**config.mk**
```make
export PLATFORM = sky130hd
export DESIGN_NAME = block_cipher_stream_padder_flat
export DESIGN_NICKNAME = d
export VERILOG_FILES = /design/src/rtl/core/bcsp_pkg.sv /design/src/rtl/core/bcsp_if.sv /design/src/rtl/core/bcsp_datapath.sv /design/src/rtl/core/bcsp_ctrl.sv /design/src/rtl/core/block_cipher_stream_padder.sv /design/src/flat_wrapper.sv
export SDC_FILE = /design/constraint.sdc
export NUM_CORES = 1
export LEC_CHECK = 0
export ABC_AREA = 1
export BUFFER_PORTS_ARGS = -buffer_cell sky130_fd_sc_hd__buf_2
export CELL_PAD_IN_SITES_DETAIL_PLACEMENT = 1
export CELL_PAD_IN_SITES_GLOBAL_PLACEMENT = 1
export CORE_ASPECT_RATIO = 1.1
export CORE_MARGIN = 2
export CORE_UTILIZATION = 40
export DETAILED_ROUTE_END_ITERATION = 8
export PLACE_DENSITY_LB_ADDON = 0.1
export SYNTH_ARGS = -nofsm -noshare
export SYNTH_HDL_FRONTEND = slang
export SYNTH_SLANG_ARGS = --single-unit
```
**constraint.sdc**
```tcl
create_clock -name clk_i -period 3.26 [get_ports clk_i]
set_input_delay 0.163 -clock clk_i [delete_from_list [all_inputs] [get_ports clk_i]]
set_output_delay 0.163 -clock clk_i [all_outputs]
set_load 0.02 [all_outputs]
```
**src/rtl/core/bcsp_pkg.sv**
```systemverilog
// shared types, constants and helpers of the block cipher stream padder
package bcsp_pkg;

  localparam int unsigned BYTE_W    = 8;
  localparam int unsigned MODE_W    = 3;
  localparam int unsigned BSIZE_W   = 7;
  localparam int unsigned CFG_IDX_W = 1;
  localparam int unsigned CFG_W     = 7;
  localparam int unsigned LFSR_W    = 16;

  localparam logic [BSIZE_W-1:0] BSIZE_RESET = 7'd16;
  localparam logic [LFSR_W-1:0]  LFSR_RESET  = 16'hACE1;
  localparam logic [BYTE_W-1:0]  ISO_MARK    = 8'h80;

  typedef enum logic [MODE_W-1:0] {
    MODE_NONE     = 3'd0,
    MODE_PKCS7    = 3'd1,
    MODE_ISO7816  = 3'd2,
    MODE_ISO10126 = 3'd3,
    MODE_ANSI923  = 3'd4,
    MODE_ZERO     = 3'd5
  } pad_mode_e;

  typedef enum logic [CFG_IDX_W-1:0] {
    CFG_PADDING_MODE = 1'b0,
    CFG_BLOCK_SIZE   = 1'b1
  } cfg_idx_e;

  // controller to datapath
  typedef struct packed {
    logic load_msg;
    logic load_pad;
  } ctl_cmd_t;

  // datapath to controller
  typedef struct packed {
    logic pad_on;
    logic pad_final;
    logic out_free;
  } dp_sts_t;

  // eight steps of the x^16+x^14+x^13+x^11+1 fibonacci lfsr
  function automatic logic [LFSR_W-1:0] lfsr_step8(input logic [LFSR_W-1:0] s);
    logic [LFSR_W-1:0] r;
    logic              fb;
    r = s;
    for (int i = 0; i < 8; i++) begin
      fb = r[0] ^ r[2] ^ r[3] ^ r[5];
      r  = {fb, r[LFSR_W-1:1]};
    end
    return r;
  endfunction

endpackage

```
**src/rtl/core/bcsp_if.sv**
```systemverilog
// valid/ready channel interfaces for message input and padded output
interface bcsp_in_if;
  logic                       valid;
  logic                       ready;
  logic [bcsp_pkg::BYTE_W-1:0] data_byte;
  logic                       is_last;

  modport source (output valid, output data_byte, output is_last, input ready);
  modport sink   (input valid, input data_byte, input is_last, output ready);
endinterface

interface bcsp_out_if;
  logic                       valid;
  logic                       ready;
  logic [bcsp_pkg::BYTE_W-1:0] out_byte;
  logic                       is_pad;
  logic                       end_of_message;

  modport source (output valid, output out_byte, output is_pad, output end_of_message,
                  input ready);
  modport sink   (input valid, input out_byte, input is_pad, input end_of_message,
                  output ready);
endinterface

```
**src/rtl/core/bcsp_datapath.sv**
```systemverilog
// padder datapath: config registers, block position, pad counters, lfsr, output register
module bcsp_datapath #(
  parameter int unsigned MAX_BLOCK_BYTES = 64
) (
  input  logic                          clk_i,
  input  logic                          rst_ni,
  input  logic                          cfg_we_i,
  input  logic [bcsp_pkg::CFG_IDX_W-1:0] cfg_idx_i,
  input  logic [bcsp_pkg::CFG_W-1:0]     cfg_data_i,
  input  logic [bcsp_pkg::BYTE_W-1:0]    data_byte_i,
  input  logic                          is_last_i,
  input  bcsp_pkg::ctl_cmd_t            cmd_i,
  output bcsp_pkg::dp_sts_t             sts_o,
  input  logic                          out_ready_i,
  output logic                          out_valid_o,
  output logic [bcsp_pkg::BYTE_W-1:0]    out_byte_o,
  output logic                          is_pad_o,
  output logic                          end_of_message_o
);
  import bcsp_pkg::*;

  localparam int unsigned POS_W = $clog2(MAX_BLOCK_BYTES);
  localparam logic [BSIZE_W-1:0] BS_MAX = BSIZE_W'(MAX_BLOCK_BYTES);

  pad_mode_e            mode_q;
  logic [BSIZE_W-1:0]   bsize_q;
  logic [POS_W-1:0]     pos_q;
  logic [POS_W-1:0]     pad_len_q;
  logic [POS_W-1:0]     pad_idx_q;
  logic [LFSR_W-1:0]    lfsr_q;
  logic                 out_valid_q;
  logic [BYTE_W-1:0]    out_byte_q;
  logic                 is_pad_q;
  logic                 eom_q;

  logic [BSIZE_W-1:0]   bs_eff;
  logic [BSIZE_W-1:0]   count_full;
  logic [BSIZE_W-1:0]   count;
  logic [BSIZE_W-1:0]   pad_len_full;
  logic                 mode_pads;
  logic                 pad_on;
  logic                 pad_final;
  logic                 out_free;
  logic [LFSR_W-1:0]    lfsr_next;
  logic [BYTE_W-1:0]    pad_byte;
  logic [BYTE_W-1:0]    pad_len_byte;

  assign bs_eff     = (bsize_q > BS_MAX) ? BS_MAX : bsize_q;
  assign count_full = BSIZE_W'(pos_q) + BSIZE_W'(1);
  // a zero block size also lands here, so the position stays at zero
  assign count      = (count_full >= bs_eff) ? '0 : count_full;

  always_comb begin
    unique case (mode_q)
      MODE_PKCS7, MODE_ISO7816, MODE_ISO10126, MODE_ANSI923, MODE_ZERO: mode_pads = 1'b1;
      default: mode_pads = 1'b0;
    endcase
  end

  assign pad_on       = is_last_i && (count != '0) && mode_pads;
  assign pad_len_full = bs_eff - count;
  assign pad_final    = (BSIZE_W'(pad_idx_q) + BSIZE_W'(1)) == BSIZE_W'(pad_len_q);
  assign out_free     = !out_valid_q || out_ready_i;
  assign lfsr_next    = lfsr_step8(lfsr_q);
  assign pad_len_byte = BYTE_W'(pad_len_q);

  always_comb begin
    unique case (mode_q)
      MODE_PKCS7:    pad_byte = pad_len_byte;
      MODE_ISO7816:  pad_byte = (pad_idx_q == '0) ? ISO_MARK : '0;
      MODE_ISO10126: pad_byte = pad_final ? pad_len_byte : lfsr_next[BYTE_W-1:0];
      MODE_ANSI923:  pad_byte = pad_final ? pad_len_byte : '0;
      default:       pad_byte = '0;
    endcase
  end

  assign sts_o.pad_on    = pad_on;
  assign sts_o.pad_final = pad_final;
  assign sts_o.out_free  = out_free;

  always_ff @(posedge clk_i or negedge rst_ni) begin
    if (!rst_ni) begin
      mode_q      <= MODE_NONE;
      bsize_q     <= BSIZE_RESET;
      pos_q       <= '0;
      lfsr_q      <= LFSR_RESET;
      out_valid_q <= 1'b0;
    end else begin
      if (cfg_we_i) begin
        unique case (cfg_idx_e'(cfg_idx_i))
          CFG_PADDING_MODE: mode_q  <= pad_mode_e'(cfg_data_i[MODE_W-1:0]);
          CFG_BLOCK_SIZE:   bsize_q <= cfg_data_i[BSIZE_W-1:0];
          default: ;
        endcase
      end
      if (cmd_i.load_msg) begin
        pos_q <= is_last_i ? '0 : count[POS_W-1:0];
      end
      // the lfsr only moves on random pad bytes
      if (cmd_i.load_pad && (mode_q == MODE_ISO10126) && !pad_final) begin
        lfsr_q <= lfsr_next;
      end
      if (cmd_i.load_msg || cmd_i.load_pad) begin
        out_valid_q <= 1'b1;
      end else if (out_ready_i) begin
        out_valid_q <= 1'b0;
      end
    end
  end

  always_ff @(posedge clk_i) begin
    if (cmd_i.load_msg) begin
      out_byte_q <= data_byte_i;
      is_pad_q   <= 1'b0;
      eom_q      <= is_last_i && !pad_on;
      pad_len_q  <= pad_len_full[POS_W-1:0];
      pad_idx_q  <= '0;
    end else if (cmd_i.load_pad) begin
      out_byte_q <= pad_byte;
      is_pad_q   <= 1'b1;
      eom_q      <= pad_final;
      pad_idx_q  <= pad_idx_q + POS_W'(1);
    end
  end

  assign out_valid_o      = out_valid_q;
  assign out_byte_o       = out_byte_q;
  assign is_pad_o         = is_pad_q;
  assign end_of_message_o = eom_q;

endmodule

```
**src/rtl/core/bcsp_ctrl.sv**
```systemverilog
// padder controller: message pass-through and pad emission sequencing
module bcsp_ctrl (
  input  logic                clk_i,
  input  logic                rst_ni,
  input  logic                in_valid_i,
  output logic                in_ready_o,
  input  bcsp_pkg::dp_sts_t   sts_i,
  output bcsp_pkg::ctl_cmd_t  cmd_o
);
  import bcsp_pkg::*;

  typedef enum logic {
    ST_MSG,
    ST_PAD
  } state_e;

  state_e state_q;
  logic   load_msg;
  logic   load_pad;

  assign in_ready_o = (state_q == ST_MSG) && sts_i.out_free;
  assign load_msg   = in_valid_i && in_ready_o;
  assign load_pad   = (state_q == ST_PAD) && sts_i.out_free;

  assign cmd_o.load_msg = load_msg;
  assign cmd_o.load_pad = load_pad;

  always_ff @(posedge clk_i or negedge rst_ni) begin
    if (!rst_ni) begin
      state_q <= ST_MSG;
    end else begin
      unique case (state_q)
        ST_MSG: if (load_msg && sts_i.pad_on) state_q <= ST_PAD;
        ST_PAD: if (load_pad && sts_i.pad_final) state_q <= ST_MSG;
        default: state_q <= ST_MSG;
      endcase
    end
  end

endmodule

```
**src/rtl/core/block_cipher_stream_padder.sv**
```systemverilog
// Block cipher stream padder, top level.
// in_i takes message bytes with is_last on the final byte; out_o gives each
// message byte followed, after a last byte that leaves a partial block, by pad
// bytes up to the block boundary, with is_pad set and end_of_message on the
// final byte. Aligned messages, mode none and unknown modes get no pad.
// Config: cfg_we_i writes cfg_data_i to register cfg_idx_i (0 padding_mode,
// 1 block_size); write only while no message byte is in flight.
// An accepted byte is registered and shows on out_o in the cycle after it is accepted.
// Throughput: one output byte per cycle while out_o does not stall, through a
// single output register; a last byte that needs pad bytes holds off the
// input while the pad counter runs.
// When out_o stalls, the output register holds and in_i.ready drops until
// the held byte is taken.
// Reset clears the block position and output valid, loads the lfsr with
// 0xACE1, mode none and block size 16.
module block_cipher_stream_padder #(
  parameter int unsigned MAX_BLOCK_BYTES = 64
) (
  input  logic                          clk_i,
  input  logic                          rst_ni,
  input  logic                          cfg_we_i,
  input  logic [bcsp_pkg::CFG_IDX_W-1:0] cfg_idx_i,
  input  logic [bcsp_pkg::CFG_W-1:0]     cfg_data_i,
  bcsp_in_if.sink                       in_i,
  bcsp_out_if.source                    out_o
);
  import bcsp_pkg::*;

  ctl_cmd_t cmd;
  dp_sts_t  sts;

  bcsp_ctrl u_ctrl (
    .clk_i      (clk_i),
    .rst_ni     (rst_ni),
    .in_valid_i (in_i.valid),
    .in_ready_o (in_i.ready),
    .sts_i      (sts),
    .cmd_o      (cmd)
  );

  bcsp_datapath #(
    .MAX_BLOCK_BYTES (MAX_BLOCK_BYTES)
  ) u_dp (
    .clk_i            (clk_i),
    .rst_ni           (rst_ni),
    .cfg_we_i         (cfg_we_i),
    .cfg_idx_i        (cfg_idx_i),
    .cfg_data_i       (cfg_data_i),
    .data_byte_i      (in_i.data_byte),
    .is_last_i        (in_i.is_last),
    .cmd_i            (cmd),
    .sts_o            (sts),
    .out_ready_i      (out_o.ready),
    .out_valid_o      (out_o.valid),
    .out_byte_o       (out_o.out_byte),
    .is_pad_o         (out_o.is_pad),
    .end_of_message_o (out_o.end_of_message)
  );

endmodule

```
**src/flat_wrapper.sv**
```systemverilog
// flat-port wrapper written by rule: the top's interface ports become plain ports
module block_cipher_stream_padder_flat import bcsp_pkg::*;
#(
  parameter int unsigned MAX_BLOCK_BYTES = 64
)
  (clk_i, rst_ni, cfg_we_i, cfg_idx_i, cfg_data_i, in_i_valid, in_i_data_byte, in_i_is_last, in_i_ready, out_o_valid, out_o_out_byte, out_o_is_pad, out_o_end_of_message, out_o_ready);
  bcsp_in_if in_i_i ();
  bcsp_out_if out_o_i ();
  input  logic clk_i;
  input  logic rst_ni;
  input  logic cfg_we_i;
  input  logic [bcsp_pkg::CFG_IDX_W-1:0] cfg_idx_i;
  input  logic [bcsp_pkg::CFG_W-1:0] cfg_data_i;
  input wire logic [$bits(in_i_i.valid)-1:0] in_i_valid;
  input wire logic [$bits(in_i_i.data_byte)-1:0] in_i_data_byte;
  input wire logic [$bits(in_i_i.is_last)-1:0] in_i_is_last;
  output wire logic [$bits(in_i_i.ready)-1:0] in_i_ready;
  output wire logic [$bits(out_o_i.valid)-1:0] out_o_valid;
  output wire logic [$bits(out_o_i.out_byte)-1:0] out_o_out_byte;
  output wire logic [$bits(out_o_i.is_pad)-1:0] out_o_is_pad;
  output wire logic [$bits(out_o_i.end_of_message)-1:0] out_o_end_of_message;
  input wire logic [$bits(out_o_i.ready)-1:0] out_o_ready;
  assign in_i_i.valid = in_i_valid;
  assign in_i_i.data_byte = in_i_data_byte;
  assign in_i_i.is_last = in_i_is_last;
  assign in_i_ready = in_i_i.ready;
  assign out_o_valid = out_o_i.valid;
  assign out_o_out_byte = out_o_i.out_byte;
  assign out_o_is_pad = out_o_i.is_pad;
  assign out_o_end_of_message = out_o_i.end_of_message;
  assign out_o_i.ready = out_o_ready;
  block_cipher_stream_padder #(.MAX_BLOCK_BYTES(MAX_BLOCK_BYTES)) u_core (.clk_i(clk_i), .rst_ni(rst_ni), .cfg_we_i(cfg_we_i), .cfg_idx_i(cfg_idx_i), .cfg_data_i(cfg_data_i), .in_i(in_i_i), .out_o(out_o_i));
endmodule
```
# Word level (Yosys, flattened, before mapping)
# Cells that the tools add are included.
[totals]
rom_bits = 0
ram_bits = 0
register_bits = 56
memories = 0
in_bits = 22
wordCells = 88
output_inout_bits = 12
latch_bits = 0
[op_classes]
div = 0
shift = 0
n_lt_le_gt_ge = 2
eq_ne = 6
addsub = 4
n_reduce_logical = 22
muxes = 17
bitwise_logic = 26
mul = 0
[op_table]
columns = ["operator", "n"]
rows = [
  ["$mux 8", 4],
  ["$pmux 8 s4", 1],
  ["$xor 1x1->1", 24],
  ["$add 6x1->7 const B", 2],
  ["$mux 7", 2],
  ["$mux 6", 2],
  ["$logic_and 1x1->1", 10],
  ["$eq 7x6->1", 1],
  ["$ge 7x7->1", 1],
  ["$gt 7x7->1 const B", 1],
  ["$mux 1", 7],
  ["$reduce_bool 7->1", 1],
  ["$add 6x1->6 const B", 1],
  ["$eq 3x2->1 const B", 2],
  ["$eq 3x3->1 const B", 2],
  ["$logic_not 6->1", 1],
  ["$sub 6x6->6", 1],
  ["$reduce_or 5->1", 1],
  ["$reduce_and 2->1", 2],
  ["$reduce_bool 2->1", 2],
  ["$eq 3x1->1 const B", 1],
  ["$logic_not 1->1", 3],
  ["$logic_or 1x1->1", 2],
  ["$not 1->1", 2],
  ["$pmux 1 s2", 1],
]

# Longest topological paths before layout
# Gate-level depths: netlist of the first run.
[logic_depth]
word_depth = 10
mapped_depth = 20

# Cells and area by module
# Synthesis of the first run repeated with hierarchy kept, for this count alone.
[hier_totals]
hier_cells = 442
hier_area_um2 = 3606.0
[by_module_without_submodules]
columns = ["mod", "cells_each", "area_each_um2", "n_inst"]
rows = [
  ["bcsp_datapath", 429, 3523.4, 1],
  ["bcsp_ctrl", 13, 82.6, 1],
]

# Worst setup path before layout of the first run
# No wires, ideal clock.
[synth_path]
kind = "register to register"
startpoint = "register u_core.u_dp.bsize_q[2]"
endpoint = "register u_core.u_dp.pad_len_q[5], data pin"
stages_incl_launch_ff = 19
synth_period_minus_slack_ns = 3.099
path_buffers = 0
path_slack_ns = 0.161
setup_ns = 0.254
arrival_time_ns = 2.845
cell_sequence = "dfrtp_1 > nor4_1 > nand3_1 > nand2_1 > nand2_1 > ha_1 > a21oi_1 > nand2_1 > nand2_1 > nand2_1 > nor2_1 > nand2_1 > ha_1 > a21o_1 > nand2_1 > nand3_1 > xor2_1 > xor2_1 > inv_1"
[synth_between]
elab_chain_len = 5
[synth_rtl]
columns = ["element", "line_no", "source"]
rows = [
  ["from (decl)", "bcsp_datapath.sv:26", "logic [BSIZE_W-1:0] bsize_q;"],
  ["from (signal assigned)", "bcsp_datapath.sv:92", "CFG_BLOCK_SIZE: bsize_q <= cfg_data_i[BSIZE_W-1:0];"],
  ["$gt 7x7->1", "bcsp_datapath.sv:48", "assign bs_eff = (bsize_q > BS_MAX) ? BS_MAX : bsize_q;"],
  ["$mux 7 (*)", "bcsp_datapath.sv:48", ""],
  ["$ge 7x7->1", "bcsp_datapath.sv:51", "assign count = (count_full >= bs_eff) ? '0 : count_full;"],
  ["$mux 7", "bcsp_datapath.sv:51", ""],
  ["$sub 6x6->6 (*)", "bcsp_datapath.sv:61", "assign pad_len_full = bs_eff - count;"],
  ["named net u_core.u_dp.pad_len_full[5]", "bcsp_datapath.sv:39", "logic [BSIZE_W-1:0] pad_len_full;"],
  ["to (signal assigned)", "bcsp_datapath.sv:116", "pad_len_q <= pad_len_full[POS_W-1:0];"],
  ["to (decl)", "bcsp_datapath.sv:28", "logic [POS_W-1:0] pad_len_q;"],
]
# The timed path passes the listed nets; every way through them passes the cells marked *.
# A chain may end at the register's enable or synchronous reset.

# Worst setup path after layout of the first run
[layout_path]
startpoint = "register u_core.u_dp.bsize_q[3]"
endpoint = "register u_core.u_dp.pad_len_q[5], data pin"
# Same word-level chain as after synthesis.

==> results_tabular.tex, run 1 <==
\begin{tabular}{lr}
\hline
Metric & Value \\
\hline
\multicolumn{2}{l}{\textbf{Outcome}} \\
\quad Run status & complete, no violations \\
\multicolumn{2}{l}{\textbf{Setup path}} \\
\quad Worst EP required & $\sim$3.4 ns \\
\quad Element type at the critical path start & flop \\
\quad Cell-by-cell trace of the critical path & nor4\_1 -> nand3\_1 -> nand2\_2 -> nand2\_2 -> ha\_4 -> a21oi\_2 -> nand2\_1 -> nand2\_1 -> nand2\_1 -> nor2\_2 -> buf\_6 -> nand2\_1 -> ha\_4 -> a21o\_1 -> nand2\_1 -> nand3\_1 -> xor2\_1 -> xor2\_1 -> inv\_1 \\
\quad CP max stage delay & 0.41 ns \\
\quad Bufs and invs on worst path & 2 \\
\quad Most repeated library cell on the critical path & sky130\_fd\_sc\_hd\_\_nand2\_1 \\
\quad Largest delay contributor family on the critical path & simple AND/OR/NAND/NOR gates \\
\quad Data arrival at the endpoint of the critical path & around 3.3 ns \\
\quad Endpoint type of the worst setup path & flop \\
\quad Critical path's slowest cell & sky130\_fd\_sc\_hd\_\_dfrtp\_1 \\
\quad Category of the critical setup timing path & reg2reg \\
\quad Highest net fanout along the worst path & 5 \\
\multicolumn{2}{l}{\textbf{Clock tree}} \\
\quad CTS H-tree lvls & 2 \\
\quad Clock tree from TritonCTS & built \\
\quad Cts bufs inserted & 5 \\
\quad Maximum root-to-sink buffer count & 2 \\
\quad Clock latency on the worst-skew pair & about 0.32 ns \\
\quad Clock Pin Slew Worst Setup and Hold Paths & 0.11 ns \\
\quad Library cell used as clock root buffer & sky130\_fd\_sc\_hd\_\_clkbuf\_8 \\
\quad Number of clock sinks & 56 \\
\multicolumn{2}{l}{\textbf{Synthesis}} \\
\quad Total number of yosys warnings & 0 \\
\quad Net count of the mapped netlist & roughly 480 \\
\quad Flops \& latches, synth & 56 \\
\quad Post-Syn Instances & 437 \\
\quad Sequential fraction of the synthesis area & 40.5\% \\
\quad Number of distinct standard cells referenced by the synthesized netlist & 34 \\
\quad Area share of the largest cell type after synthesis & $\sim$17\% \\
\quad Leading cell types by total area after synthesis & sky130\_fd\_sc\_hd\_\_dfrtp\_1, sky130\_fd\_sc\_hd\_\_edfxtp\_1, sky130\_fd\_sc\_hd\_\_nand2\_1 \\
\quad Synthesized area & approximately 0.0036 sq mm \\
\quad Avg Inst Size Synth & around 8.2 sq um \\
\quad Biggest area consumer among synthesized cells & sky130\_fd\_sc\_hd\_\_dfrtp\_1 \\
\multicolumn{2}{l}{\textbf{Placed design}} \\
\quad Instance count after placement with tap cells included & between 500 and 600 \\
\quad Post-detailed-placement half-perimeter wirelength & 7020 microns \\
\quad Routability congestion estimate from global placement & just under 0.8 \\
\quad Number of port buffers & 33 \\
\multicolumn{2}{l}{\textbf{Drt}} \\
\quad Remaining DRCs & 0 \\
\quad Routed Antenna Nets & 0 \\
\quad WL per Instance & 15.6 microns \\
\quad Iteration count of the initial detailed-routing pass & 4 \\
\quad Total routed wirelength & $\sim$9300 microns \\
\quad Via-to-Cell Ratio & slightly below 5 \\
\quad Initial DRC count & 77 \\
\quad Routed vias & roughly 3000 \\
\multicolumn{2}{l}{\textbf{Finish}} \\
\quad Share of cells above drive strength 1 & between 20\% and 30\% \\
\quad Commonest non-fill, non-tap cell in the layout & sky130\_fd\_sc\_hd\_\_nand2\_1 \\
\quad Commonest non-fill, non-tap cells in the layout & sky130\_fd\_sc\_hd\_\_nand2\_1, sky130\_fd\_sc\_hd\_\_inv\_1, sky130\_fd\_sc\_hd\_\_nand3\_1 \\
\quad Number of non-filler instances in the completed layout & between 500 and 600 \\
\quad Count of antenna diodes in the layout & 0 \\
\quad Area Growth Syn to Fin & 16.1\% \\
\quad Nets@finish & 521 \\
\multicolumn{2}{l}{\textbf{Floorplanning}} \\
\quad Floorplan die height & just over 100 microns \\
\quad Boundary pin count & 34 \\
\quad Die area & just under 0.01 sq mm \\
\quad CORE AREA & between 0.008 and 0.009 sq mm \\
\quad Horiz. Die Dim & between 90 and 100 microns \\
\quad Placement row count & 36 \\
\quad Initial Utilization & between 40\% and 50\% \\
\multicolumn{2}{l}{\textbf{Timing}} \\
\quad Slew headroom & between 40\% and 50\% \\
\quad Top achievable clock speed & 315 MHz \\
\quad Layout Skew & 0.0132 ns \\
\quad Measured slew at the worst slew-check pin & between 0.7 and 0.8 ns \\
\quad Fin. Hold Viols & 0 \\
\quad RSZ-0062 raised after global routing & yes \\
\quad Setup violators final & 0 \\
\quad Share of the cycle needed by the critical path after routing & 97.3\% \\
\quad Time the final worst path needs with I/O delays and setup & 3.17 ns \\
\quad Worst Hold Slack & $\sim$0.068 ns \\
\quad Max Transition Viols Final & 0 \\
\multicolumn{2}{l}{\textbf{Global route}} \\
\quad Global routing usage summed across all routing layers & 19.8\% \\
\quad Total overflow reported by the global router & 0 \\
\quad Pin count of the biggest net entering global routing & 35 \\
\quad Initial antenna violation count & 0 \\
\quad Wire length of the first global-routing pass & roughly 15000 microns \\
\quad Via count of the first global-routing pass & around 3100 \\
\multicolumn{2}{l}{\textbf{Flow run}} \\
\quad Max\_cap viols & 0 \\
\multicolumn{2}{l}{\textbf{Power}} \\
\quad Switching power summed over all nets & between 1000 and 1500 uW \\
\quad Maximum vdd ir drop & 367 uV \\
\quad Share of power burned in combinational logic & 50.9\% \\
\quad Total power density per cell area & 748 mW/mm\^{}2 \\
\quad Leakage component of the power & 0.00187 uW \\
\quad Switching portion of total power & 44.5\% \\
\quad Fraction of power consumed by sequential logic & about 36\% \\
\quad Fraction of power consumed by the clock network & 13.5\% \\
\quad Total power draw & 3110 uW \\
\quad Internal Pwr Total & roughly 1700 uW \\
\multicolumn{2}{l}{\textbf{Hold path}} \\
\quad Worst Hold Class & in2reg \\
\hline
\end{tabular}
## through the flow
stage / TNS (ns) / util [%] / cell area [sq um] / setup slack (ns)
5_1_grt: -0.254 / 47.4 / 4160 / -0.170
4_1_cts: 0 / 45.5 / 3990 / 0.00357
3_5_place_dp: -0.00788 / 43.9 / 3860 / -0.00788
3_3_place_gp: 0 / 43.9 / 3860 / 0.144
2_1_floorplan: 0 / - / 3580 / 0.161
6_report: 0 / 47.4 / 4160 / 0.0873
## worst register-to-register path: stages, from the launching register on
cell and delay [ns]:
sky130_fd_sc_hd__dfrtp_1 0.41, sky130_fd_sc_hd__nor4_1 0.31, sky130_fd_sc_hd__nand3_1 0.16, sky130_fd_sc_hd__nand2_2 0.13, sky130_fd_sc_hd__nand2_2 0.09, sky130_fd_sc_hd__ha_4 0.23, sky130_fd_sc_hd__a21oi_2 0.13, sky130_fd_sc_hd__nand2_1 0.06
sky130_fd_sc_hd__nand2_1 0.05, sky130_fd_sc_hd__nand2_1 0.06, sky130_fd_sc_hd__nor2_2 0.14, sky130_fd_sc_hd__buf_6 0.14, sky130_fd_sc_hd__nand2_1 0.09, sky130_fd_sc_hd__ha_4 0.30, sky130_fd_sc_hd__a21o_1 0.13, sky130_fd_sc_hd__nand2_1 0.05
sky130_fd_sc_hd__nand3_1 0.09, sky130_fd_sc_hd__xor2_1 0.17, sky130_fd_sc_hd__xor2_1 0.15, sky130_fd_sc_hd__inv_1 0.05
## kinds of logic after synthesis
kind of cell | share of synthesized area (%)
simple gates | 28.6
buf+inv | 8.24
flops | 40.5
compound gates | 9.04
xor+xnor | 6.84
fa+ha+maj | 5.79
mux | 0.942
## state kept, by name, summed over array words and instances, names as in the netlist
register	count
u_core.u_dp.mode_q	3
u_core.u_dp.out_byte_o	8
u_core.u_ctrl.state_q	1
u_core.u_dp.out_valid_o	1
u_core.u_dp.is_pad_o	1
u_core.u_dp.end_of_message_o	1
u_core.u_dp.lfsr_q	16
u_core.u_dp.pos_q	6
u_core.u_dp.bsize_q	7
u_core.u_dp.pad_idx_q	6
u_core.u_dp.pad_len_q	6
## area by class of cell
cell class	instances	area [sq um]
fillers	1090	4620
multi-input cells	313	1970
flip-flops and latches	56	1460
repair buffers	45	265
inverters	62	233
well taps	114	143
clock buffers	7	90.1
clock inverters	1	6.26
## final timing paths
check | to | from | slack (ns) | cells past startpoint
max | u_core.u_dp.pad_len_q[5] | u_core.u_dp.bsize_q[3] | 0.09 | 19
max reg2reg | u_core.u_dp.pad_len_q[5] | u_core.u_dp.bsize_q[3] | 0.09 | 19
max in group asynchronous | u_core.u_dp.pos_q[1] | rst_ni | 2.26 | 2
min in group asynchronous | u_core.u_dp.bsize_q[2] | rst_ni | 0.45 | 2
min | u_core.u_dp.bsize_q[3] | cfg_data_i[3] | 0.07 | 2
min reg2reg | u_core.u_dp.is_pad_o | u_core.u_dp.is_pad_o | 0.47 | 2
## Yosys cell counts, drive strengths merged
cell type,count
mux2,3
nor2,33
inv,61
nand3b,1
nand3,42
nand4,4
nor4,1
edfxtp,15
o21ai,34
clkbuf,3
a21oi,7
o22ai,6
dfxtp,7
ha,15
dfrtp,25
a31oi,1
buf,3
dfstp,9
xor2,7
nor3,1
xnor2,21
nand2,134
a21o,2
fa,1
clkinv,1
## timing repair
action	4_1_cts	5_1_grt
hold buffers	1	0
buffers inserted	0	6
setup endpoints to repair	1	4
pin swaps	0	11
endpoints found under the hold margin	25	0
gates resized for setup	3	23
gates cloned	0	1
## routing by layer
metal / wire length (microns) / vias up / GRT usage [%] / share of wire [%]
met2: 4740 / 39 / 36.4 / 51
met1: 4160 / 1427 / 24.0 / 45
met5: 0 / - / 0 / 0
met3: 230 / 12 / 3.12 / 2.5
met4: 172 / 0 / 5.46 / 1.8
li1: - / 1492 / - / -
## power groups by stage
stage	clock network, uW	registers [uW]	logic (uW)
2_1_floorplan	0	1160	952
3_3_place_gp	0	1110	1390
3_5_place_dp	0	1110	1430
4_1_cts	437	1100	1450
5_1_grt	457	1130	1780
6_report	420	1110	1590
Note: power is estimated with default switching activity, not from simulation.
==> run 2, diff against run 1 <==
Settings changed: ABC_AREA 1 to default, CORE_UTILIZATION 40 to 43, MAX_ROUTING_LAYER from default to met4.
==> run 2 against run 1 <==
Against the previous run:
- clock power decreased by 6.9%
- wire length decreased by 14%
- final cell count decreased by 23%
- critical endpoint unchanged
- largest power group unchanged
==> results_tabular.tex, run 2 <==
\begin{tabular}{lr}
\hline
Metric & Value \\
\hline
\multicolumn{2}{l}{\textbf{Global route}} \\
\quad Pin count of the biggest net entering global routing & 35 \\
\quad Via count of the first global-routing pass & about 2600 \\
\quad Total overflow reported by the global router & 0 \\
\quad Wire length of the first global-routing pass & about 13000 microns \\
\quad Initial antenna violation count & 0 \\
\quad Global routing usage summed across all routing layers & 20.7\% \\
\multicolumn{2}{l}{\textbf{Timing}} \\
\quad Share of the cycle needed by the critical path after routing & around 96\% \\
\quad Setup TNS & 0 ns \\
\quad Fin. Hold Viols & 0 \\
\quad Time the final worst path needs with I/O delays and setup & 3.13 ns \\
\quad Measured slew at the worst slew-check pin & 0.812 ns \\
\quad Slew headroom & approximately 46\% \\
\quad Top achievable clock speed & 320 MHz \\
\quad Setup violators final & 0 \\
\quad Worst Hold Slack & about 0.073 ns \\
\quad Layout Skew & between 0.007 and 0.008 ns \\
\quad Max Transition Viols Final & 0 \\
\multicolumn{2}{l}{\textbf{Floorplanning}} \\
\quad Die area & 0.00847 sq mm \\
\quad Floorplan die height & between 90 and 100 microns \\
\quad Boundary pin count & 34 \\
\quad Placement row count & 33 \\
\quad Horiz. Die Dim & 87.9 microns \\
\quad CORE AREA & roughly 0.0075 sq mm \\
\quad Initial Utilization & about 45\% \\
\multicolumn{2}{l}{\textbf{Drt}} \\
\quad Remaining DRCs & 0 \\
\quad Initial DRC count & 90 \\
\quad Total routed wirelength & 8040 microns \\
\quad Routed vias & $\sim$2400 \\
\quad Via-to-Cell Ratio & roughly 5.3 \\
\quad WL per Instance & 17.4 microns \\
\quad Iteration count of the initial detailed-routing pass & 4 \\
\quad Routed Antenna Nets & 0 \\
\multicolumn{2}{l}{\textbf{Clock tree}} \\
\quad Library cell used as clock root buffer & sky130\_fd\_sc\_hd\_\_clkbuf\_8 \\
\quad Maximum root-to-sink buffer count & 2 \\
\quad Clock Pin Slew Worst Setup and Hold Paths & $\sim$0.1 ns \\
\quad Cts bufs inserted & 5 \\
\quad Clock latency on the worst-skew pair & $\sim$0.31 ns \\
\quad Clock tree from TritonCTS & built \\
\quad Number of clock sinks & 56 \\
\quad CTS H-tree lvls & 2 \\
\multicolumn{2}{l}{\textbf{Setup path}} \\
\quad Highest net fanout along the worst path & 4 \\
\quad Category of the critical setup timing path & reg2reg \\
\quad Element type at the critical path start & flop \\
\quad Data arrival at the endpoint of the critical path & approximately 3.2 ns \\
\quad Endpoint type of the worst setup path & flop \\
\quad Worst EP required & 3.32 ns \\
\multicolumn{2}{l}{\textbf{Power}} \\
\quad Share of power burned in combinational logic & between 40\% and 50\% \\
\quad Internal Pwr Total & between 1500 and 2000 uW \\
\quad Fraction of power consumed by the clock network & between 10 and 15\% \\
\quad Maximum vdd ir drop & just over 300 uV \\
\quad Fraction of power consumed by sequential logic & slightly below 40\% \\
\quad Total power density per cell area & 695 mW/mm\^{}2 \\
\quad Leakage component of the power & 0.00170 uW \\
\quad Switching portion of total power & about two fifths \\
\quad Switching power summed over all nets & between 1000 and 1500 uW \\
\multicolumn{2}{l}{\textbf{Synthesis}} \\
\quad Most frequent cells after synthesis & sky130\_fd\_sc\_hd\_\_nand2\_1, sky130\_fd\_sc\_hd\_\_dfrtp\_1, sky130\_fd\_sc\_hd\_\_o21ai\_0 \\
\quad Area share of the largest cell type after synthesis & 18.8\% \\
\quad Total number of yosys warnings & 0 \\
\quad Net count of the mapped netlist & 341 \\
\quad Synthesized area & 0.00333 sq mm \\
\quad Sequential fraction of the synthesis area & a little over two fifths \\
\quad Post-Syn Instances & $\sim$300 \\
\quad Most frequent cell after synthesis & sky130\_fd\_sc\_hd\_\_nand2\_1 \\
\quad Leading cell types by total area after synthesis & sky130\_fd\_sc\_hd\_\_dfrtp\_1, sky130\_fd\_sc\_hd\_\_edfxtp\_1, sky130\_fd\_sc\_hd\_\_dfstp\_2 \\
\quad Count of flip-flops with a built-in enable after synthesis & 15 \\
\quad Share of async-settable or async-resettable flops after synthesis & approximately three fifths \\
\quad Main synth FF type & sky130\_fd\_sc\_hd\_\_dfrtp\_1 \\
\quad Number of distinct standard cells referenced by the synthesized netlist & between 50 and 60 \\
\quad Biggest area consumer among synthesized cells & sky130\_fd\_sc\_hd\_\_dfrtp\_1 \\
\quad Avg Inst Size Synth & 11.0 sq um \\
\quad Flops \& latches, synth & 56 \\
\multicolumn{2}{l}{\textbf{Finish}} \\
\quad Post-route cell area & $\sim$0.0039 sq mm \\
\quad Count of antenna diodes in the layout & 0 \\
\quad Commonest non-fill, non-tap cell in the layout & sky130\_fd\_sc\_hd\_\_nand2\_1 \\
\quad Nets@finish & 393 \\
\quad Number of non-filler instances in the completed layout & between 400 and 500 \\
\quad Share of cells above drive strength 1 & between 30\% and 40\% \\
\quad Max reg flops & 16 \\
\quad Most flops, register & u\_core.u\_dp.lfsr\_q \\
\quad Commonest non-fill, non-tap cells in the layout & sky130\_fd\_sc\_hd\_\_nand2\_1, sky130\_fd\_sc\_hd\_\_buf\_2, sky130\_fd\_sc\_hd\_\_dfrtp\_1 \\
\quad Area Growth Syn to Fin & 17.2\% \\
\multicolumn{2}{l}{\textbf{Placed design}} \\
\quad Instance count after placement with tap cells included & around 450 \\
\quad Number of port buffers & 33 \\
\quad Area of placed instances & between 0.003 and 0.004 sq mm \\
\quad Post-detailed-placement half-perimeter wirelength & slightly above 6000 microns \\
\quad Routability congestion estimate from global placement & approximately 0.81 \\
\multicolumn{2}{l}{\textbf{Hold path}} \\
\quad Worst Hold Class & in2reg \\
\multicolumn{2}{l}{\textbf{Outcome}} \\
\quad Run status & complete, no violations \\
\multicolumn{2}{l}{\textbf{Flow run}} \\
\quad Max\_cap viols & 0 \\
\hline
\end{tabular}
## run 2: cell count changes after synthesis, sizes merged, moves of 12 or more
cell and delta:
nand3 -34, mux2 +23, o21ai -12, nor2 -21, inv -45, nand2 -92
## run 2: path summary, 6_finish.rpt
check,depth (start not counted),endpoint,slack [ns],start
max,14,u_core.u_dp.pad_len_q[5],0.13,u_core.u_dp.pos_q[0]
min,2,u_core.u_dp.bsize_q[5],0.07,cfg_data_i[5]
max reg2reg,14,u_core.u_dp.pad_len_q[5],0.13,u_core.u_dp.pos_q[0]
min reg2reg,2,u_core.u_dp.is_pad_o,0.45,u_core.u_dp.is_pad_o
max in group asynchronous,2,u_core.u_dp.pos_q[0],2.23,rst_ni
min in group asynchronous,2,u_core.u_dp.lfsr_q[12],0.48,rst_ni
## run 2: critical path, cell delays in order (launching register included)
cell	delay (ns)
sky130_fd_sc_hd__dfrtp_2	0.43
sky130_fd_sc_hd__nand3_2	0.14
sky130_fd_sc_hd__and2_4	0.19
sky130_fd_sc_hd__nand2b_4	0.15
sky130_fd_sc_hd__ha_1	0.29
sky130_fd_sc_hd__o21ai_1	0.13
sky130_fd_sc_hd__o21bai_1	0.14
sky130_fd_sc_hd__a21oi_2	0.20
sky130_fd_sc_hd__nand2_1	0.10
sky130_fd_sc_hd__ha_1	0.27
sky130_fd_sc_hd__nor2b_1	0.15
sky130_fd_sc_hd__nor3_2	0.21
sky130_fd_sc_hd__o21bai_1	0.10
sky130_fd_sc_hd__a21oi_1	0.16
sky130_fd_sc_hd__xnor3_1	0.24
## run 2: routing by layer
metal | part of all wire (%) | track usage, % | vias to the layer above
li1 | - | - | 1179
met1 | 44 | 23.7 | 1218
met2 | 52 | 37.2 | 38
met3 | 2.6 | 3.26 | 10
met4 | 1.8 | 6.15 | 0
met5 | 0 | - | -
## run 2: repair_timing
| action | CTS | global route |
|---|---|---|
| endpoints found under the hold margin | 25 | 0 |
| setup buffers | 1 | 4 |
| pin swaps | 0 | 8 |
| hold buffers | 1 | 0 |
| setup endpoints to repair | 2 | 2 |
| gates resized for setup | 1 | 19 |
## run 2: stage by stage
step	total power [uW]	util [%]	setup slack (ns)
floorplan	1840	-	0.0400
global placement	2160	49.2	0.117
detailed placement	2210	49.2	-0.0655
CTS	2620	50.6	0.00670
global route	2910	52.2	-0.0545
finish	2710	52.2	0.134
## run 2: cell type report
class                   count  area (sq um)
inverters                  16          60.1
clock buffers               6          72.6
well taps                 105           131
fillers                   851          3570
clock inverters             2          16.3
repair buffers             51           303
multi-input cells         225          1860
flip-flops and latches     56          1460
## run 2: power groups by stage
| stage | logic, uW | registers [uW] | clock network, uW |
|---|---|---|---|
| after floorplan | 750 | 1090 | 0 |
| after global placement | 1100 | 1060 | 0 |
| after detailed placement | 1140 | 1070 | 0 |
| after CTS | 1160 | 1060 | 406 |
| after global routing | 1410 | 1080 | 426 |
| final | 1270 | 1060 | 391 |
## run 2: logic make-up after synthesis
kind of cell | Yosys count | synth area share (%)
adder cells (fa/ha/maj) | 16 | 6.23
flip-flops | 56 | 43.6
XOR/XNOR | 34 | 10.5
multiplexers | 27 | 10.2
AND/OR/NAND/NOR | 92 | 14.6
buffers and inverters | 22 | 3.23
AO/OA/AOI/OAI | 56 | 11.6
==> run 3, diff against run 2 <==
Settings changed: HOLD_SLACK_MARGIN from default to 0.08.
==> run 3 against run 2 <==
Against the previous run:
- largest power group unchanged
- final area increased by 1.3%
- critical endpoint is now u_core.u_dp.pad_len_q[4]
- sequential share of layout area decreased by 0.47 points
- highest routed layer unchanged
- wire length increased by 0.32%
- critical path depth unchanged
==> results_tabular.tex, run 3 (synthesized netlist as in run 2, its figures left out) <==
\begin{tabular}{lr}
\hline
Metric & Value \\
\hline
\multicolumn{2}{l}{\textbf{Outcome}} \\
\quad Run status & complete, no violations \\
\multicolumn{2}{l}{\textbf{Setup path}} \\
\quad Endpoint type of the worst setup path & flop \\
\quad Category of the critical setup timing path & reg2reg \\
\quad CP max stage delay & about 0.43 ns \\
\quad Data arrival at the endpoint of the critical path & 3.20 ns \\
\quad Largest delay contributor family on the critical path & adder cells \\
\quad Element type at the critical path start & flop \\
\quad Bufs and invs on worst path & 1 \\
\quad Critical path's slowest cell & sky130\_fd\_sc\_hd\_\_dfrtp\_2 \\
\quad Worst reg-to-reg setup slack & 0.13 ns \\
\quad Worst EP required & approximately 3.3 ns \\
\quad Cell-by-cell trace of the critical path & nand3\_2 -> and2\_4 -> nand2b\_4 -> ha\_1 -> o21ai\_1 -> o21bai\_1 -> a21oi\_2 -> nor2b\_2 -> ha\_1 -> inv\_1 -> fa\_1 -> a21o\_1 -> a21oi\_2 -> xnor2\_1 \\
\quad Highest net fanout along the worst path & 4 \\
\multicolumn{2}{l}{\textbf{Flow run}} \\
\quad Max\_cap viols & 0 \\
\multicolumn{2}{l}{\textbf{Global route}} \\
\quad Wire length of the first global-routing pass & $\sim$13000 microns \\
\quad Via count of the first global-routing pass & around 2600 \\
\quad Global routing usage summed across all routing layers & 20.9\% \\
\quad Pin count of the biggest net entering global routing & 35 \\
\quad Total overflow reported by the global router & 0 \\
\quad Initial antenna violation count & 0 \\
\multicolumn{2}{l}{\textbf{Clock tree}} \\
\quad Clock Pin Slew Worst Setup and Hold Paths & $\sim$0.1 ns \\
\quad Clock latency on the worst-skew pair & 0.31 ns \\
\quad Cts bufs inserted & 5 \\
\quad Library cell used as clock root buffer & sky130\_fd\_sc\_hd\_\_clkbuf\_8 \\
\quad Clock tree from TritonCTS & built \\
\quad Maximum root-to-sink buffer count & 2 \\
\quad Number of clock sinks & 56 \\
\quad CTS H-tree lvls & 2 \\
\multicolumn{2}{l}{\textbf{Finish}} \\
\quad Area Growth Syn to Fin & 18.7\% \\
\quad Max reg flops & 16 \\
\quad Count of antenna diodes in the layout & 0 \\
\quad Number of non-filler instances in the completed layout & 466 \\
\quad Fill cell total of the finished layout & between 800 and 900 \\
\quad Commonest non-fill, non-tap cell in the layout & sky130\_fd\_sc\_hd\_\_nand2\_1 \\
\quad Share of cells above drive strength 1 & approximately a third \\
\quad Nets@finish & slightly below 400 \\
\quad Commonest non-fill, non-tap cells in the layout & sky130\_fd\_sc\_hd\_\_nand2\_1, sky130\_fd\_sc\_hd\_\_buf\_2, sky130\_fd\_sc\_hd\_\_dfrtp\_1 \\
\quad Most flops, register & u\_core.u\_dp.lfsr\_q \\
\multicolumn{2}{l}{\textbf{Placed design}} \\
\quad Instance count after placement with tap cells included & about 450 \\
\quad Routability congestion estimate from global placement & just over 0.8 \\
\quad Number of port buffers & 33 \\
\quad Post-detailed-placement half-perimeter wirelength & between 6000 and 7000 microns \\
\multicolumn{2}{l}{\textbf{Floorplanning}} \\
\quad Horiz. Die Dim & about 90 microns \\
\quad Placement row count & 33 \\
\quad Floorplan die height & slightly below 100 microns \\
\quad Die area & approximately 0.0085 sq mm \\
\quad Initial Utilization & 44.6\% \\
\quad CORE AREA & between 0.007 and 0.008 sq mm \\
\quad Boundary pin count & 34 \\
\multicolumn{2}{l}{\textbf{Timing}} \\
\quad Share of the cycle needed by the critical path after routing & 96.0\% \\
\quad Top achievable clock speed & about 320 MHz \\
\quad Setup violators final & 0 \\
\quad Layout Skew & 0.00572 ns \\
\quad Time the final worst path needs with I/O delays and setup & between 3 and 4 ns \\
\quad Slew headroom & between 40\% and 50\% \\
\quad Max Transition Viols Final & 0 \\
\quad Fin. Hold Viols & 0 \\
\quad Worst Hold Slack & 0.102 ns \\
\quad Measured slew at the worst slew-check pin & just over 0.8 ns \\
\multicolumn{2}{l}{\textbf{Drt}} \\
\quad Initial DRC count & 82 \\
\quad WL per Instance & around 17 microns \\
\quad Iteration count of the initial detailed-routing pass & 4 \\
\quad Routed vias & roughly 2500 \\
\quad Via-to-Cell Ratio & $\sim$5.3 \\
\quad Total routed wirelength & 8060 microns \\
\quad Routed Antenna Nets & 0 \\
\quad Remaining DRCs & 0 \\
\multicolumn{2}{l}{\textbf{Power}} \\
\quad Share of power burned in combinational logic & between 40 and 50\% \\
\quad Total power density per cell area & $\sim$690 mW/mm\^{}2 \\
\quad Switching power summed over all nets & around 1100 uW \\
\quad Internal Pwr Total & 1650 uW \\
\quad Fraction of power consumed by the clock network & between 10\% and 20\% \\
\quad Leakage component of the power & 0.00172 uW \\
\quad Switching portion of total power & around 39\% \\
\quad Fraction of power consumed by sequential logic & 38.9\% \\
\quad Maximum vdd ir drop & $\sim$300 uV \\
\multicolumn{2}{l}{\textbf{Hold path}} \\
\quad Worst Hold Class & in2reg \\
\hline
\end{tabular}
run 3: routing by layer:
layer	track usage, %	vias to the layer above	routed length [microns]
li1	-	1188	-
met2	37.6	38	4210
met3	3.26	10	200
met4	6.15	0	142
met5	-	-	0
met1	23.9	1224	3510
run 3: cell type report:
class                      instances  area (sq um)  area share [%]
tap                              105           131            3.32
inverter                          16          60.1            1.52
clock buffer                       6          72.6            1.84
timing repair buffer              56           353            8.92
sequential                        56          1460            36.8
multi-input combinational        225          1860            47.2
clock inverter                     2          16.3           0.411
run 3: path summary, 6_finish.rpt:
kind,start,endpoint,cells after the start
max,u_core.u_dp.pos_q[0],u_core.u_dp.pad_len_q[4],14
min,cfg_data_i[1],u_core.u_dp.mode_q[1],2
max reg2reg,u_core.u_dp.pos_q[0],u_core.u_dp.pad_len_q[4],14
min reg2reg,u_core.u_dp.is_pad_o,u_core.u_dp.is_pad_o,2
max in group asynchronous,rst_ni,u_core.u_dp.pos_q[0],2
min in group asynchronous,rst_ni,u_core.u_dp.lfsr_q[12],2
run 3: timing repair:
item	4_1_cts	5_1_grt
setup buffers	1	4
pin swaps	0	8
setup endpoints to repair	2	2
hold endpoints to repair	30	0
resized for setup	1	19
hold buffers	6	0
run 3: metrics by stage:
| step | setup slack, ns | TNS [ns] | area (sq um) | util [%] | power [uW] |
|---|---|---|---|---|---|
| 2_1_floorplan | 0.0400 | 0 | 3340 | - | 1840 |
| 3_3_place_gp | 0.117 | 0 | 3670 | 49.2 | 2160 |
| 3_5_place_dp | -0.0655 | -0.126 | 3670 | 49.2 | 2210 |
| 4_1_cts | 0.00670 | 0 | 3830 | 51.3 | 2620 |
| 5_1_grt | -0.0545 | -0.0685 | 3950 | 52.9 | 2910 |
| 6_report | 0.132 | 0 | 3950 | 52.9 | 2720 |
run 3: power by group through the flow:
stage | clock, uW | combinational, uW | sequential [uW]
global placement | 0 | 1100 | 1060
finish | 392 | 1270 | 1060
detailed placement | 0 | 1140 | 1070
floorplan | 0 | 750 | 1090
global route | 426 | 1410 | 1080
CTS | 406 | 1160 | 1060
